===== config.mk =====
export PLATFORM = sky130hd
export DESIGN_NAME = legendre_poly_value_and_slope
export DESIGN_NICKNAME = d
export VERILOG_FILES = /design/src/rtl/lpvs_pkg.sv /design/src/rtl/legendre_poly_value_and_slope.sv
export VERILOG_INCLUDE_DIRS = /design/src /design/src/rtl
export SDC_FILE = /design/constraint.sdc
export NUM_CORES = 1
export LEC_CHECK = 0
export BUFFER_PORTS_ARGS = -buffer_cell sky130_fd_sc_hd__buf_2
export CAP_MARGIN = 10
export CORE_MARGIN = 8
export CORE_UTILIZATION = 65
export DETAILED_ROUTE_END_ITERATION = 7
export GPL_TIMING_DRIVEN = 1
export PLACE_DENSITY = 0.79
export SYNTH_ARGS = -nofsm -noshare
export SYNTH_HDL_FRONTEND = slang
export SYNTH_SLANG_ARGS = --single-unit

===== constraint.sdc =====
create_clock -name clk -period 30.5 [get_ports clk]
set_clock_uncertainty 0.05 [all_clocks]
set_input_delay 1.525 -clock clk [delete_from_list [all_inputs] [get_ports clk]]
set_output_delay 1.525 -clock clk [all_outputs]
set_load 0.01 [all_outputs]

===== src/rtl/legendre_poly_value_and_slope_assert.svh =====
// assertion macros for the legendre value and slope block
// no dependencies, included by the top level
`ifndef LEGENDRE_POLY_VALUE_AND_SLOPE_ASSERT_SVH
`define LEGENDRE_POLY_VALUE_AND_SLOPE_ASSERT_SVH

// same-cycle implication, disabled in reset
`define LPVS_ASSERT_NOW(label, clk, rst_n, ante, cons) \
	label: assert property (@(posedge clk) disable iff (!rst_n) (ante) |-> (cons)) \
		else $error("lpvs assertion failed");

// next-cycle implication, disabled in reset
`define LPVS_ASSERT_NEXT(label, clk, rst_n, ante, cons) \
	label: assert property (@(posedge clk) disable iff (!rst_n) (ante) |=> (cons)) \
		else $error("lpvs assertion failed");

`endif


===== src/rtl/lpvs_pkg.sv =====
// package for the legendre value and slope block: field widths, fixed point format,
// sequencer state and phase types; no dependencies
`timescale 1ns / 1ps

package lpvs_pkg;

	localparam int FRAC_BITS = 16;
	localparam int ORDER_W   = 4;
	localparam int POINT_W   = 18;
	localparam int VALUE_W   = 18;
	localparam int SLOPE_W   = 24;

	typedef enum logic [1:0] {
		ST_IDLE,
		ST_STEP,
		ST_LAST
	} state_t;

	// one product of the shared multiplier per phase
	typedef enum logic [2:0] {
		PH_PX,
		PH_TC1,
		PH_PC2,
		PH_DX,
		PH_UC1,
		PH_DC2
	} phase_t;

endpackage


===== src/rtl/legendre_poly_value_and_slope.sv =====
// after accept the sequencer runs one recurrence step for each degree from 2 to n,
// then a last state that registers the result; busy holds off new commands until then
// each recurrence step runs six rounded products through one shared multiplier
// the result beat shows on value/slope with done for one cycle; the receiver cannot stall
// arst_n clears the sequencer and the done strobe; datapath registers are not reset
`timescale 1ns / 1ps
`include "legendre_poly_value_and_slope_assert.svh"

module legendre_poly_value_and_slope
	import lpvs_pkg::*;
#(
	parameter int MAX_DEGREE = 15
) (
	input  logic                       clk,
	input  logic                       arst_n,
	input  logic                       start,
	output logic                       busy,
	input  logic [ORDER_W-1:0]         order,
	input  logic signed [POINT_W-1:0]  point,
	output logic                       done,
	output logic signed [VALUE_W-1:0]  value,
	output logic signed [SLOPE_W-1:0]  slope
);

	localparam longint ONE       = longint'(1) << FRAC_BITS;
	localparam longint SLOPE_LIM = longint'((MAX_DEGREE * (MAX_DEGREE + 1)) / 2) << FRAC_BITS;
	localparam int     DW        = $clog2(SLOPE_LIM + ONE + 1) + 1;
	localparam int     AW        = DW + 2;
	localparam int     AMW       = DW - 1;
	localparam int     CW        = FRAC_BITS + 1;
	localparam int     VW        = FRAC_BITS + 2;
	localparam int     PMW       = AMW + CW;
	localparam int     KW        = $clog2(MAX_DEGREE + 1);
	localparam longint HALF      = longint'(1) << (FRAC_BITS - 1);

	// coefficient tables, c1 = (2k-1)/k and c2 = (k-1)/k rounded half up
	logic [CW-1:0] c1_tab [MAX_DEGREE+1];
	logic [CW-1:0] c2_tab [MAX_DEGREE+1];

	for (genvar gi = 0; gi <= MAX_DEGREE; gi++) begin : g_coef
		localparam longint KD = (gi < 2) ? 2 : gi;
		localparam longint C1 = (((2 * KD - 1) << FRAC_BITS) + KD / 2) / KD;
		localparam longint C2 = (((KD - 1) << FRAC_BITS) + KD / 2) / KD;
		assign c1_tab[gi] = CW'(C1);
		assign c2_tab[gi] = CW'(C2);
	end

	function automatic logic signed [VW-1:0] clamp_value(input logic signed [AW-1:0] v);
		logic signed [AW-1:0] lim;
		lim = AW'(ONE);
		if (v > lim) begin
			return VW'(lim);
		end else if (v < -lim) begin
			return VW'(-lim);
		end
		return VW'(v);
	endfunction

	function automatic logic signed [DW-1:0] clamp_slope(input logic signed [AW-1:0] v);
		logic signed [AW-1:0] lim;
		lim = AW'(SLOPE_LIM);
		if (v > lim) begin
			return DW'(lim);
		end else if (v < -lim) begin
			return DW'(-lim);
		end
		return DW'(v);
	endfunction

	state_t state_q, state_d;
	phase_t ph_q, ph_d;
	logic   accept;
	logic   done_q;

	logic [KW-1:0]        k_q, n_q, n_in;
	logic signed [VW-1:0] x_q, x_in;
	logic signed [VW-1:0] p0_q, p1_q, pn_q;
	logic signed [DW-1:0] d0_q, d1_q, t_q;
	logic signed [AW-1:0] acc_q, diff;
	logic signed [VW-1:0] value_q;
	logic signed [SLOPE_W-1:0] slope_q;

	// shared multiplier operands and rounded product
	logic signed [DW-1:0] a_op;
	logic signed [VW-1:0] b_op;
	logic                 a_neg, b_neg;
	logic [AMW-1:0]       a_mag;
	logic [CW-1:0]        b_mag;
	logic [PMW-1:0]       pm;
	logic [PMW:0]         pr;
	logic [DW:0]          rm;
	logic signed [AW-1:0] prod;

	assign accept = start && (state_q == ST_IDLE);

	always_comb begin
		if (int'(order) > MAX_DEGREE) begin
			n_in = KW'(MAX_DEGREE);
		end else begin
			n_in = KW'(order);
		end
		if (point > VW'(ONE)) begin
			x_in = VW'(ONE);
		end else if (point < -VW'(ONE)) begin
			x_in = -VW'(ONE);
		end else begin
			x_in = point;
		end
	end

	always_ff @(posedge clk or negedge arst_n) begin
		if (!arst_n) begin
			state_q <= ST_IDLE;
			ph_q    <= PH_PX;
		end else begin
			state_q <= state_d;
			ph_q    <= ph_d;
		end
	end

	always_comb begin
		state_d = state_q;
		ph_d    = ph_q;
		busy    = (state_q != ST_IDLE);
		unique case (state_q)
			ST_IDLE: begin
				if (accept) begin
					ph_d    = PH_PX;
					state_d = (n_in <= KW'(1)) ? ST_LAST : ST_STEP;
				end
			end
			ST_STEP: begin
				unique case (ph_q)
					PH_PX:  ph_d = PH_TC1;
					PH_TC1: ph_d = PH_PC2;
					PH_PC2: ph_d = PH_DX;
					PH_DX:  ph_d = PH_UC1;
					PH_UC1: ph_d = PH_DC2;
					PH_DC2: begin
						ph_d = PH_PX;
						if (k_q == n_q) begin
							state_d = ST_LAST;
						end
					end
					default: ph_d = PH_PX;
				endcase
			end
			ST_LAST: state_d = ST_IDLE;
			default: state_d = ST_IDLE;
		endcase
	end

	always_comb begin
		unique case (ph_q) inside
			PH_PX: begin
				a_op = DW'(p1_q);
				b_op = x_q;
			end
			PH_TC1, PH_UC1: begin
				a_op = t_q;
				b_op = VW'({1'b0, c1_tab[k_q]});
			end
			PH_PC2: begin
				a_op = DW'(p0_q);
				b_op = VW'({1'b0, c2_tab[k_q]});
			end
			PH_DX: begin
				a_op = d1_q;
				b_op = x_q;
			end
			PH_DC2: begin
				a_op = d0_q;
				b_op = VW'({1'b0, c2_tab[k_q]});
			end
			default: begin
				a_op = d0_q;
				b_op = x_q;
			end
		endcase
	end

	// sign-magnitude product, rounded to nearest with ties away from zero
	always_comb begin
		a_neg = a_op[DW-1];
		b_neg = b_op[VW-1];
		a_mag = AMW'(a_neg ? -a_op : a_op);
		b_mag = CW'(b_neg ? -b_op : b_op);
		pm    = PMW'(a_mag) * PMW'(b_mag);
		pr    = (PMW+1)'(pm) + (PMW+1)'(HALF);
		rm    = pr[PMW:FRAC_BITS];
		prod  = (a_neg ^ b_neg) ? -AW'({1'b0, rm}) : AW'({1'b0, rm});
		diff  = acc_q - prod;
	end

	always_ff @(posedge clk or negedge arst_n) begin
		if (!arst_n) begin
			done_q <= 1'b0;
			k_q    <= '0;
		end else begin
			done_q <= (state_q == ST_LAST);
			if (accept) begin
				k_q <= KW'(2);
			end else if (state_q == ST_STEP && ph_q == PH_DC2) begin
				k_q <= k_q + KW'(1);
			end
		end
	end

	always_ff @(posedge clk) begin
		if (accept) begin
			n_q  <= n_in;
			x_q  <= x_in;
			p0_q <= VW'(ONE);
			p1_q <= x_in;
			d0_q <= '0;
			d1_q <= DW'(ONE);
		end else if (state_q == ST_STEP) begin
			unique case (ph_q)
				PH_PX:  t_q   <= DW'(prod);
				PH_TC1: acc_q <= prod;
				PH_PC2: pn_q  <= clamp_value(diff);
				PH_DX:  t_q   <= DW'(prod + AW'(p1_q));
				PH_UC1: acc_q <= prod;
				PH_DC2: begin
					p0_q <= p1_q;
					p1_q <= pn_q;
					d0_q <= d1_q;
					d1_q <= clamp_slope(diff);
				end
				default: acc_q <= prod;
			endcase
		end
		if (state_q == ST_LAST) begin
			if (n_q == '0) begin
				value_q <= VW'(ONE);
				slope_q <= '0;
			end else begin
				value_q <= p1_q;
				slope_q <= SLOPE_W'(d1_q);
			end
		end
	end

	assign done  = done_q;
	assign value = VALUE_W'(value_q);
	assign slope = slope_q;

	`LPVS_ASSERT_NEXT(a_accept_busy, clk, arst_n, start && !busy, busy)
	`LPVS_ASSERT_NEXT(a_last_done, clk, arst_n, state_q == ST_LAST, done && !busy)
	`LPVS_ASSERT_NOW(a_step_range, clk, arst_n, state_q == ST_STEP, k_q >= KW'(2) && k_q <= n_q)
	`LPVS_ASSERT_NOW(a_value_range, clk, arst_n, done, value <= VW'(ONE) && value >= -VW'(ONE))

endmodule


**Word-level counts from Yosys, hierarchy flattened**

Memory sizes are Yosys's and may differ from the RTL's.
Cells that the tools add are included.

- $lt $le $gt $ge: 8
- Multipliers: 1
- Reduce and logical (&&, ||, !) cells: 21
- Mux-type cells: 41
- Equal/unequal tests: 11
- Bitwise gates (word level): 4
- Add/subtract/negate cells: 7

Operator list:

| operator | count |
|---|---|
| 2-to-1 mux 18 bit | 8 |
| case mux 24 bit (4 select lines) | 1 |
| 2-to-1 mux 17 bit | 5 |
| 2-to-1 mux 24 bit | 3 |
| case mux 24 bit (2 select lines) | 1 |
| adder 40 x 16 -> 41 bit (second input constant) | 1 |
| multiplier 23 x 17 -> 40 bit | 1 |
| case mux 18 bit (2 select lines) | 1 |
| greater-than comparator 26 x 18 -> 1 bit (second input constant) | 1 |
| greater-than comparator 26 x 24 -> 1 bit (second input constant) | 1 |
| less-than comparator 26 x 17 -> 1 bit (second input constant) | 1 |
| less-than comparator 26 x 24 -> 1 bit (second input constant) | 1 |
| 2-to-1 mux 26 bit | 1 |
| negator 25 -> 26 bit | 1 |
| subtractor 26 bit | 1 |
| adder 24 x 18 -> 24 bit | 1 |
| 2-to-1 mux 23 bit | 1 |
| negator 23 bit | 1 |
| greater-than comparator 18 bit (second input constant) | 1 |
| less-than comparator 18 x 17 -> 1 bit (second input constant) | 1 |
| negator 17 bit | 1 |
| case mux 3 bit (5 select lines) | 1 |
| AND reduction 3 bit | 4 |
| nonzero test 2 bit | 6 |
| 26 further kinds | 48 |

- Memory bits (read-only): 544
- Memories: 2
- Logic and storage cells: 110
- Register bits: 226
- Output and inout bits: 44

Memories:

| name | words | width | read ports | clocked after Yosys merged registers in | wr ports | line | text |
|---|---|---|---|---|---|---|---|
| (no name shown) | 16 | 17 | 1 | 0 | 0 | legendre_poly_value_and_slope.sv:173 | `b_op = VW'({1'b0, c2_tab[k_q]});` |
| (no name shown) | 16 | 17 | 1 | 0 | 0 | legendre_poly_value_and_slope.sv:161 | `b_op = VW'({1'b0, c1_tab[k_q]});` |

**Depth between registers and ports, before layout**

Gate-level depths: netlist of the first run.

- Depth after elaboration: 19
- Mapped depth: 59
- Mapped depth without buffers: 56

**Worst setup path after synthesis of the first run**

OpenSTA, ideal clock, no wires.

- Path type: register to register
- Start point: reg ph_q[0]
- End point: reg pn_q[8] (data pin)
- Setup time: 0.136 ns
- Arrival time: 13.003 ns
- Stages on the path, launching flop included: 52
- Path slack: 17.311 ns
- Path through: dfrtp_1 -> buf_1 -> clkbuf_1 -> clkbuf_1 -> mux2i_1 -> a21oi_1 -> o21ai_0 -> ha_1 -> nand3_1 -> nor3b_1 -> a41o_1 -> xor2_1 -> clkbuf_1 -> nand2_1 -> fa_1 -> inv_1 -> fa_1 -> inv_1 -> [16 not listed] -> nand2_1 -> xnor2_1 -> ha_1 -> o21ai_0 -> nor3b_1 -> a21oi_1 -> o311ai_0 -> o211ai_1 -> o21ai_0 -> or2_2 -> maj3_1 -> mux2i_1 -> or3_1 -> nor4_1 -> nor4b_4 -> a32oi_2 -> buf_6 -> nor2_2

- Word-level cells in the longest chain between the ends: 17
- Elaborated cells between the ends (all ways): 29
- Those cells by class: add/sub: 5; mul: 1; order compare: 2; eq/ne: 5; mux: 12; bitwise: 1; reduce/logical: 3

Ends and longest elaborated chain:

| what | line | text |
|---|---|---|
| start: declaration | legendre_poly_value_and_slope.sv:71 | `phase_t ph_q, ph_d;` |
| start signal: assignment | legendre_poly_value_and_slope.sv:117 | `ph_q <= ph_d;` |
| equality test 3 x 1 -> 1 bit, or another cell as far along | -- |  |
| OR reduction 2 bit (on tied branches) | -- |  |
| case mux 24 bit (4 select lines) / case mux 18 bit (2 select lines) (equally long branches) | legendre_poly_value_and_slope.sv:154 | `unique case (ph_q) inside` |
| negator 23 bit / negator 17 bit (equally long branches) | legendre_poly_value_and_slope.sv:186, legendre_poly_value_and_slope.sv:187 |  |
| 2-to-1 mux 23 bit / 2-to-1 mux 17 bit (equally long branches) | legendre_poly_value_and_slope.sv:186, legendre_poly_value_and_slope.sv:187 |  |
| multiplier 23 x 17 -> 40 bit | legendre_poly_value_and_slope.sv:188 | `pm = PMW'(a_mag) * PMW'(b_mag);` |
| adder 40 x 16 -> 41 bit | legendre_poly_value_and_slope.sv:189 | `pr = (PMW+1)'(pm) + (PMW+1)'(HALF);` |
| negator 25 -> 26 bit | legendre_poly_value_and_slope.sv:191 | `prod = (a_neg ^ b_neg) ? -AW'({1'b0, rm}) : AW'({1'b0, rm});` |
| 2-to-1 mux 26 bit (*) | legendre_poly_value_and_slope.sv:191 |  |
| subtractor 26 bit (*) | legendre_poly_value_and_slope.sv:192 | `diff = acc_q - prod;` |
| less-than comparator 26 x 17 -> 1 bit | legendre_poly_value_and_slope.sv:53 | `end else if (v < -lim) begin` |
| 2-to-1 mux 1 bit | legendre_poly_value_and_slope.sv:53 |  |
| 2-to-1 mux 1 bit | legendre_poly_value_and_slope.sv:51 | `if (v > lim) begin` |
| 2-to-1 mux 1 bit | legendre_poly_value_and_slope.sv:218 | `unique case (ph_q)` |
| 2-to-1 mux 1 bit | legendre_poly_value_and_slope.sv:217 | `end else if (state_q == ST_STEP) begin` |
| 2-to-1 mux 1 bit | legendre_poly_value_and_slope.sv:210 | `if (accept) begin` |
| 2-to-1 mux 18 bit (*) | legendre_poly_value_and_slope.sv:56 | `return VW'(v);` |
| end signal: assignment | legendre_poly_value_and_slope.sv:221 | `PH_PC2: pn_q <= clamp_value(diff);` |
| end: declaration | legendre_poly_value_and_slope.sv:77 | `logic signed [VW-1:0] p0_q, p1_q, pn_q;` |

Every way passes the cells marked *; elsewhere a longest branch is shown, timed or not. The select of a mux whose other input is x is not followed.
A chain may end at the register's enable or synchronous reset.

**Worst setup path in the final report of the first run**

- Start point: reg ph_q[0]
- End point: reg pn_q[0] (data pin)

Same word-level chain as after synthesis.

==> impl_results.md, run 1 <==
- Status: completed
- Prevailing post-synth register cell: edfxtp_1
- Final period utilization: 0.510
- # rows: 74
- # clock sinks: 226
- Fin. Hold Viols: 0
- Overall die area: 47900 sq um
- Seq/Total Area, Yosys: 0.227
- CTS tree: done
- DRT iter0 DRCs: 2271
- Filler Cell Count: 3185
- Synth top area share: 0.237
- Nets: 3586
- Slew Viols, Final: 0
- Top achievable clock speed: 0.0643 GHz
- ANT nets after route: 0
- Mapped Area: 26800 sq um
- Setup Buffers After CTS: 0
- Worst Path Arrival: 15.80 ns
- Largest net degree at the start of global routing: 51
- Final setup fails: 0
- Post-Route Setup TNS: 0 ns
- Synth top area cells: fa_1 (24%), edfxtp_1 (17%), ha_1 (8.8%)
- Routed wire length: 79100 um
- Diode count: 0
- DP Worst Slack: 15.23 ns
- CTS root buffer: clkbuf_16
- CTS H-Tree Depth: 1
- Critical Path Sink Type: flop
- HP Class: reg2reg
- Headroom to the max-slew limit: 0.149
- Detailed-route via count: 22300
- DRC violation count after routing: 0
- Crit-path slowest cell: xor2_1
- Via-per-instance ratio: 6.20
- Routed wire per std cell: 21.9 um
- Clk slew on worst S/H paths: 0.07 ns
- I/O Buffers: 68
- FF+latch count, synth: 226
- CP most frequent cell: fa_1
- Slew @ Worst Pin: 1.27 ns
- Initial antenna violation count: 0
- GRT overflow: 0
- Tmin final: 15.55 ns
- Die X: 219 um
- EDFF count, synth: 150
- Starting Density: 0.657
- Post-synth top cells: nand2_1 (447), inv_1 (441), fa_1 (317)
- Max Buffers Root-to-Sink: 3
- Syn Nets: 3551
- Clk_lat worst skew: 0.55 ns
- Maxcap violations: 0
- Total GRT Usage: 0.336
- RePlAce Congestion: 0.967
- Final HPWL DP: 61500 um
- Netlist cell types: 98
- Most common cell in the synthesized netlist: nand2_1
- Post-Synthesis Cells: 3020
- Critical Path Fanout Max: 33
- Die H: 219 um
- Post-synth ARST share: 0.0442
- Post-layout instance area: 28700 sq um
- Yosys top cell by area: fa_1
- Drt pass-1 iters: 6
- Syn-to-layout area delta: 7.13%
- Top Ports: 69
- Hold Buf Count CTS: 0
- Hold WS: 0.409 ns
- Critical path required time: 30.74 ns
- Critical path launch point type: flop
- Final WS setup: 14.95 ns
- Global-route wire length before repair: 127000 um
- Post_cts resized: 0
- Synth Warn #: 0
- Mapped Avg Cell Area: 8.86 sq um
- Unrepaired setup endpoints after global routing: no
- Area of the core: 40700 sq um
- CP peak stage delay: 0.89 ns
- Total CTS buffers: 23
- Share of cells above drive strength 1: 0.0840
- Vias in the first global route: 23100
- Crit Path Category: reg2reg
- Area after DPL: 27900 sq um
-- flip-flops by register name, indices dropped and copies added (netlist names), 3 cells and up --
signal / count
acc_q: 26
d0_q: 24
d1_q: 24
k_q: 4
n_q: 4
p0_q: 18
p1_q: 18
ph_q: 3
pn_q: 18
slope: 24
t_q: 24
value: 18
x_q: 18
-- worst max-delay path: cells and delay by family, from the launching register on --
| family | cells | cell delay [ns] |
|---|---|---|
| AND/OR/NAND/NOR | 11 | 1.99 |
| buffers and inverters | 7 | 1.86 |
| AO/OA/AOI/OAI | 21 | 5.80 |
| flip-flops | 1 | 0.32 |
| adder cells (fa/ha/maj) | 8 | 3.88 |
| XOR/XNOR | 2 | 1.30 |
-- logic make-up (layout without fill, tap and decap cells) --
group / Yosys count / after routing / synth area share
AO/OA/AOI/OAI: 475 / 475 / 0.118
adder cells (fa/ha/maj): 508 / 508 / 0.326
XOR/XNOR: 139 / 139 / 0.0458
flip-flops: 226 / 226 / 0.227
AND/OR/NAND/NOR: 1062 / 1062 / 0.184
buffers and inverters: 563 / 615 / 0.0796
multiplexers: 47 / 47 / 0.0186
-- layer usage --
layer / track usage / vias to the layer above / share of wire
li1: - / 9996 / -
met1: 0.452 / 10900 / 0.40
met2: 0.543 / 1159 / 0.46
met3: 0.0442 / 244 / 0.087
met4: 0.147 / 0 / 0.049
met5: 0 / - / 0
-- cells in the final DEF (no fill, tap or decap), drive strengths merged, types with 64 or more instances in the layout --
cell / instances
nor2: 250
nor2b: 74
nand3: 68
fa: 317
xnor2: 75
xor2: 64
buf: 126
inv: 445
ha: 189
edfxtp: 150
nand2: 447
a21oi: 131
dfxtp: 66
o21ai: 122
-- final timing paths --
check	from	to	slack [ns]	cells past startpoint
setup / recovery	ph_q[0]	pn_q[0]	14.95	49
hold / removal	p0_q[15]	p0_q[15]	0.41	2
setup reg to reg	ph_q[0]	pn_q[0]	14.95	49
hold reg to reg	p0_q[15]	p0_q[15]	0.41	2
max in group asynchronous	arst_n	ph_q[2]	29.39	1
min in group asynchronous	arst_n	done	0.80	1
-- cell type report --
cell class / instances / area [sq um] / share of cell area
multi-input cells: 2231 / 18700 / 0.651
flip-flops and latches: 226 / 6080 / 0.212
inverters: 447 / 1680 / 0.0585
repair buffers: 126 / 776 / 0.0271
well taps: 532 / 666 / 0.0232
clock buffers: 29 / 649 / 0.0226
clock inverters: 13 / 150 / 0.00524
-- per-stage QoR --
stage | utilization | cells
floorplan | - | 3020
global placement | 0.684 | 3562
CTS | 0.704 | 3604
finish | 0.704 | 3604
global route | 0.704 | 3604
detailed placement | 0.684 | 3562
Power of run 1 is left out: the tool's default activity adds up to more than one toggle a clock period on the data nets, which glitch-free logic cannot reach.
==> run 2: changes to the inputs <==
--- a/config.mk
+++ b/config.mk
@@ -9,10 +9,10 @@
 export BUFFER_PORTS_ARGS = -buffer_cell sky130_fd_sc_hd__buf_2
 export CAP_MARGIN = 10
 export CORE_MARGIN = 8
-export CORE_UTILIZATION = 65
+export CORE_UTILIZATION = 59
 export DETAILED_ROUTE_END_ITERATION = 7
 export GPL_TIMING_DRIVEN = 1
-export PLACE_DENSITY = 0.79
+export PLACE_DENSITY = 0.76
 export SYNTH_ARGS = -nofsm -noshare
 export SYNTH_HDL_FRONTEND = slang
 export SYNTH_SLANG_ARGS = --single-unit
==> constraint.sdc (replaced) <==
create_clock -name clk -period 12.7 [get_ports clk]
set_clock_uncertainty 0.05 [all_clocks]
set_input_delay 0.635 -clock clk [delete_from_list [all_inputs] [get_ports clk]]
set_output_delay 0.635 -clock clk [all_outputs]
set_load 0.01 [all_outputs]
==> run 2 against run 1 <==
Register-to-register slack got worse by 15 ns; die area rose by 9.4%; cell count rose by 11%; critical path depth rose by 4; clock-buffer cell count fell by 3; critical endpoint is now d1_q[19].
==> impl_results.md, run 2 (synthesized netlist as in run 1, its figures left out) <==
- Area after DPL: 29900 sq um (+7.2%)
- Total GRT Usage: 0.310 (-0.0262)
- # clock sinks: 226 (unchanged)
- Most common cell after layout, fill and taps aside: nand2_1
- Overall die area: 52400 sq um (+9.4%)
- GRT overflow: 0 (unchanged)
- Post-Route Setup TNS: 0 ns (unchanged)
- CTS H-Tree Depth: 1 (unchanged)
- Fin. Hold Viols: 0 (unchanged)
- Starting Density: 0.594 (-0.0634)
- Clk slew on worst S/H paths: 0.07 ns (about the same)
- Post-placement cell count: 3870 (+8.6%)
- Worst Path Arrival: 12.81 ns (-2.99 ns)
- Syn-to-layout area delta: 21.8%
- # rows: 78 (+5.4%)
- Total CTS buffers: 22 (-4.3%)
- Crit Path Category: reg2reg
- Critical Path Fanout Max: 10 (-70%)
- CP peak stage delay: 0.58 ns (-0.31 ns)
- Routed wire length: 85500 um (+8.1%)
- Critical path required time: 13.07 ns (-17.67 ns)
- Fin cells: 4002 (+11%)
- Routed wire per std cell: 21.4 um (-2.6%)
- RePlAce Congestion: 0.991 (+2.5%)
- I/O Buffers: 68 (unchanged)
- Initial antenna violation count: 1 (+1)
- Slew @ Worst Pin: 0.930 ns (-0.337 ns)
- Hold WS: 0.215 ns (-0.194 ns)
- Maxcap violations: 0 (unchanged)
- Detailed-route via count: 24000 (+7.7%)
- Vias in the first global route: 24100 (+4.6%)
- Status: completed
- DRT iter0 DRCs: 2315 (+1.9%)
- Max reg flops: 26 (unchanged)
- Critical Path Sink Type: flop
- Final period utilization: 0.980 (+0.470)
- Nets: 3916 (+9.2%)
- Max Buffers Root-to-Sink: 3 (unchanged)
- Die X: 229 um (+4.6%)
- Top reg by flops: acc_q
- Drt pass-1 iters: 5 (-1)
- Area of the core: 45100 sq um (+11%)
- Via-per-instance ratio: 6.01 (-3.0%)
- HP Class: in2reg
- Slew Viols, Final: 0 (unchanged)
- Largest net degree at the start of global routing: 57 (+12%)
- Die H: 229 um (+4.6%)
- Most frequent cells in the layout: nand2_1 (440), inv_1 (436), buf_4 (346), fa_1 (308), nor2_1 (217)
- Share of cells above drive strength 1: 0.222 (+0.138)
- ANT nets after route: 0 (unchanged)
- Critical path launch point type: flop
- Top Ports: 69 (unchanged)
- Tmin final: 12.45 ns (-3.11 ns)
- Top achievable clock speed: 0.0803 GHz (+25%)
- Clk_lat worst skew: 0.55 ns (about the same)
- CTS tree: done
- Crit-path slowest cell: fa_1
- Global-route wire length before repair: 131000 um (+3.7%)
- CTS root buffer: clkbuf_16
- Final HPWL DP: 65000 um (+5.6%)
- Headroom to the max-slew limit: 0.379 (+0.230)
- Post-layout instance area: 32600 sq um (+14%)
- Final setup fails: 0 (unchanged)
- DRC violation count after routing: 0 (unchanged)
[run 2: worst paths after layout]
check / cells past startpoint / start / endpoint / slack, ns
max in group asynchronous: 2 / arst_n / ph_q[1] / 11.88
setup reg to reg: 53 / ph_q[0] / d1_q[19] / 0.25
hold / removal: 1 / order[0] / n_q[0] / 0.21
setup / recovery: 53 / ph_q[0] / d1_q[19] / 0.25
hold reg to reg: 2 / d0_q[17] / d0_q[17] / 0.41
min in group asynchronous: 2 / arst_n / k_q[2] / 0.46
[run 2: stage by stage]
| step | worst slack (ns) | util |
|---|---|---|
| 2_1_floorplan | 0.111 | - |
| 5_1_grt | -0.213 | 0.723 |
| 3_5_place_dp | -0.352 | 0.663 |
| 4_1_cts | 0.00186 | 0.683 |
| 6_report | 0.253 | 0.723 |
| 3_3_place_gp | -0.0739 | 0.663 |
[run 2: cell type report]
| class | count | area, sq um |
|---|---|---|
| Antenna cell | 1 | 2.50 |
| Clock buffer | 26 | 597 |
| Clock inverter | 14 | 170 |
| Fill cell | 3380 | 12500 |
| Inverter | 447 | 1680 |
| Multi-Input combinational cell | 2231 | 19700 |
| Sequential cell | 226 | 6080 |
| Tap cell | 600 | 751 |
| Timing Repair Buffer | 457 | 3650 |
[run 2: worst max-delay path, delay by kind of cell (launching register included)]
| family | cells | cell delay [ns] |
|---|---|---|
| xor+xnor | 3 | 0.70 |
| buf+inv | 10 | 1.28 |
| flops | 1 | 0.50 |
| fa+ha+maj | 9 | 4.00 |
| compound gates | 14 | 3.04 |
| simple gates | 17 | 2.75 |
[run 2: timing repair]
action                                  4_1_cts  5_1_grt
hold buffers                                  1        0
endpoints found under the hold margin        10        0
setup buffers                                 1       82
resized for setup                            21      242
pin swaps                                     2      122
endpoints found under the setup margin       40       51
gates cloned                                  0        7
[run 2: routing by layer]
layer,vias to the layer above,track usage,routed length (um)
li1,10600,-,-
met1,11800,0.416,33200
met2,1341,0.511,39900
met3,282,0.0425,8320
met4,2,0.111,3990
met5,-,0,11
Power of run 2 is left out for the same reason.
==> run 3: changes to the inputs <==
--- a/config.mk
+++ b/config.mk
@@ -6,6 +6,7 @@
 export SDC_FILE = /design/constraint.sdc
 export NUM_CORES = 1
 export LEC_CHECK = 0
+export ABC_AREA = 1
 export BUFFER_PORTS_ARGS = -buffer_cell sky130_fd_sc_hd__buf_2
 export CAP_MARGIN = 10
 export CORE_MARGIN = 8
==> run 3 against run 2 <==
Cell count increased by 3.1%; non-clock buffer count decreased by 204; global-route usage decreased by 1.0 points; setup slack improved by 0.42 ns; synthesized area decreased by 0.95%; synthesized cell count increased by 10%; critical path type unchanged.
==> impl_results.md, run 3 <==
- Syn Nets: 3865 (+8.8%)
- Synth top area cells: fa_1 (24%), edfxtp_1 (17%), nand2_1 (10%)
- Most frequent cells in the layout: nand2_1 (711), inv_1 (680), nor2_1 (380), fa_1 (317), ha_1 (187)
- R2R Setup Slk: 0.67 ns (+0.42 ns)
- Critical path origin: ph_q[2]
- Clk slew on worst S/H paths: 0.07 ns (about the same)
- GRT overflow: 0 (unchanged)
- Diode count: 0 (-1)
- R2R depth: 74 (+40%)
- Post-placement cell count: 4076 (+5.3%)
- Crit Path Category: reg2reg
- # clock sinks: 226 (unchanged)
- Final WS setup: 0.672 ns (+0.419 ns)
- Nets: 4053 (+3.5%)
- Global-route wire length before repair: 125000 um (-4.5%)
- Top achievable clock speed: 0.0831 GHz (+3.5%)
- Worst setup path endpoint: d1_q[12]
- Drt pass-1 iters: 7 (+2)
- Critical Path Fanout Max: 7 (-3)
- Tmin final: 12.03 ns (-0.419 ns)
- Initial antenna violation count: 1 (unchanged)
- Status: completed
- Post-synth ARST share: 0.0442 (unchanged)
- Slew @ Worst Pin: 1.20 ns (+0.268 ns)
- CTS H-Tree Depth: 1 (unchanged)
- Yosys top cell by area: fa_1
- Top reg by flops: acc_q
- DP Worst Slack: -0.0444 ns (+0.308 ns)
- Slew Viols, Final: 0 (unchanged)
- Via-per-instance ratio: 5.63 (-6.2%)
- Critical Path Sink Type: flop
- Fin cells: 4128 (+3.1%)
- Final core occ: 0.672 (-0.0505)
- RePlAce Congestion: 0.986 (-0.51%)
- DRC violation count after routing: 0 (unchanged)
- Share of cells above drive strength 1: 0.132 (-0.0899)
- Prevailing post-synth register cell: edfxtp_1
- Most common cell after layout, fill and taps aside: nand2_1
- HP Class: in2reg
- DRT iter0 DRCs: 2242 (-3.2%)
- Starting Density: 0.598 (+0.00456)
- Post-synth top cells: nand2_1 (714), inv_1 (687), nor2_1 (384)
- ANT nets after route: 0 (unchanged)
- EDFF count, synth: 150 (unchanged)
- CTS tree: done
- # rows: 77 (-1.3%)
- Final setup fails: 0 (unchanged)
- R2R Path End: d1_q[12]
- Die H: 228 um (-0.44%)
- Worst Path Arrival: 12.42 ns (-0.39 ns)
- Worst r2r src: ph_q[2]
- Most common cell in the synthesized netlist: nand2_1
- Seq/Total Area, Yosys: 0.229 (+0.00219)
- Synth Warn #: 0 (unchanged)
- Die X: 228 um (-0.44%)
- Area of the core: 44300 sq um (-1.7%)
- I/O Buffers: 68 (unchanged)
- Synth top area share: 0.239 (+0.00228)
- CP most frequent cell: nand2_1
- Total CTS buffers: 21 (-4.5%)
- CTS root buffer: clkbuf_16
- Critical path required time: 13.09 ns (+0.02 ns)
- Top Ports: 69 (unchanged)
- Fin. Hold Viols: 0 (unchanged)
- Max reg flops: 26 (unchanged)
- Critical path launch point type: flop
- Routed wire per std cell: 19.3 um (-9.7%)
- FF+latch count, synth: 226 (unchanged)
- Maxcap violations: 0 (unchanged)
- Final HPWL DP: 65000 um (about the same)
- Clk_lat worst skew: 0.52 ns (-0.03 ns)
- Overall die area: 52000 sq um (-0.88%)
- Final period utilization: 0.947 (-0.0330)
- Max Buffers Root-to-Sink: 3 (unchanged)
- Largest net degree at the start of global routing: 55 (-3.5%)
- Syn-to-layout area delta: 12.4%
- Detailed-route via count: 23300 (-3.3%)
- Mapped Area: 26500 sq um (-0.95%)
- Routed wire length: 79600 um (-6.9%)
- Netlist cell types: 62 (-37%)
- Headroom to the max-slew limit: 0.199 (-0.180)
- Vias in the first global route: 23500 (-2.6%)
- Crit-path slowest cell: fa_1
- Total GRT Usage: 0.299 (-0.0104)
- Filler Cell Count: 3686 (+9.1%)
- CP peak stage delay: 0.59 ns (about the same)
- Mapped Avg Cell Area: 7.95 sq um (-10%)
- Post-Synthesis Cells: 3334 (+10%)
-- run 3: repair_timing --
item | CTS | global route
hold buffers | 1 | 0
buffers inserted | 0 | 12
endpoints found under the setup margin | 35 | 49
cloned | 0 | 2
endpoints found under the hold margin | 10 | 0
pin swaps | 0 | 8
resized for setup | 2 | 86
-- run 3: kinds of logic (layout without fill, tap and decap cells) --
group / after synthesis / in the layout / synth area share
xor+xnor: 83 / 83 / 0.0286
simple gates: 1333 / 1334 / 0.214
compound gates: 383 / 383 / 0.0853
buf+inv: 803 / 1004 / 0.115
fa+ha+maj: 506 / 506 / 0.329
flops: 226 / 226 / 0.229
-- run 3: worst min path at each step --
stage / from / to / slack (ns) / depth (start not counted)
3_5_place_dp: d0_q[8] / d0_q[8] / 0.40 / 2
4_1_cts: order[0] / n_q[0] / 0.25 / 1
3_3_place_gp: d0_q[21] / d0_q[21] / 0.39 / 2
6_report: order[0] / n_q[0] / 0.26 / 1
5_1_grt: order[0] / n_q[0] / 0.25 / 1
2_1_floorplan: arst_n / done / 0.29 / 0
-- run 3: critical path, delay by kind of cell (launching register included) --
family                   cells  cell delay (ns)
AO/OA/AOI/OAI                4             0.64
XOR/XNOR                     2             0.34
adder cells (fa/ha/maj)      9             4.04
buffers and inverters       19             1.77
flip-flops                   1             0.46
AND/OR/NAND/NOR             40             4.60
-- run 3: routing by layer --
metal | wire length [um] | track usage
met1 | 32700 | 0.400
met2 | 37400 | 0.492
met3 | 7150 | 0.0550
met4 | 2370 | 0.0916
met5 | 9 | 0
-- run 3: per-stage QoR --
step / hold WS [ns] / instance area [sq um] / setup TNS (ns)
3_3_place_gp: 0.393 / 28600 / 0
2_1_floorplan: 0.289 / 26500 / 0
6_report: 0.256 / 29800 / 0
4_1_cts: 0.248 / 29400 / 0
3_5_place_dp: 0.404 / 28600 / -0.377
5_1_grt: 0.247 / 29800 / -0.560
-- run 3: layout make-up --
| class | instances | area, sq um | share of cell area |
|---|---|---|---|
| multi-input cells | 2306 | 17700 | 0.595 |
| flip-flops and latches | 226 | 6080 | 0.204 |
| inverters | 713 | 2720 | 0.0911 |
| repair buffers | 253 | 1760 | 0.0590 |
| well taps | 592 | 741 | 0.0249 |
| clock buffers | 33 | 728 | 0.0244 |
| clock inverters | 4 | 31.3 | 0.00105 |
| repair inverters | 1 | 7.51 | 0.000252 |
Power of run 3 is left out for the same reason.
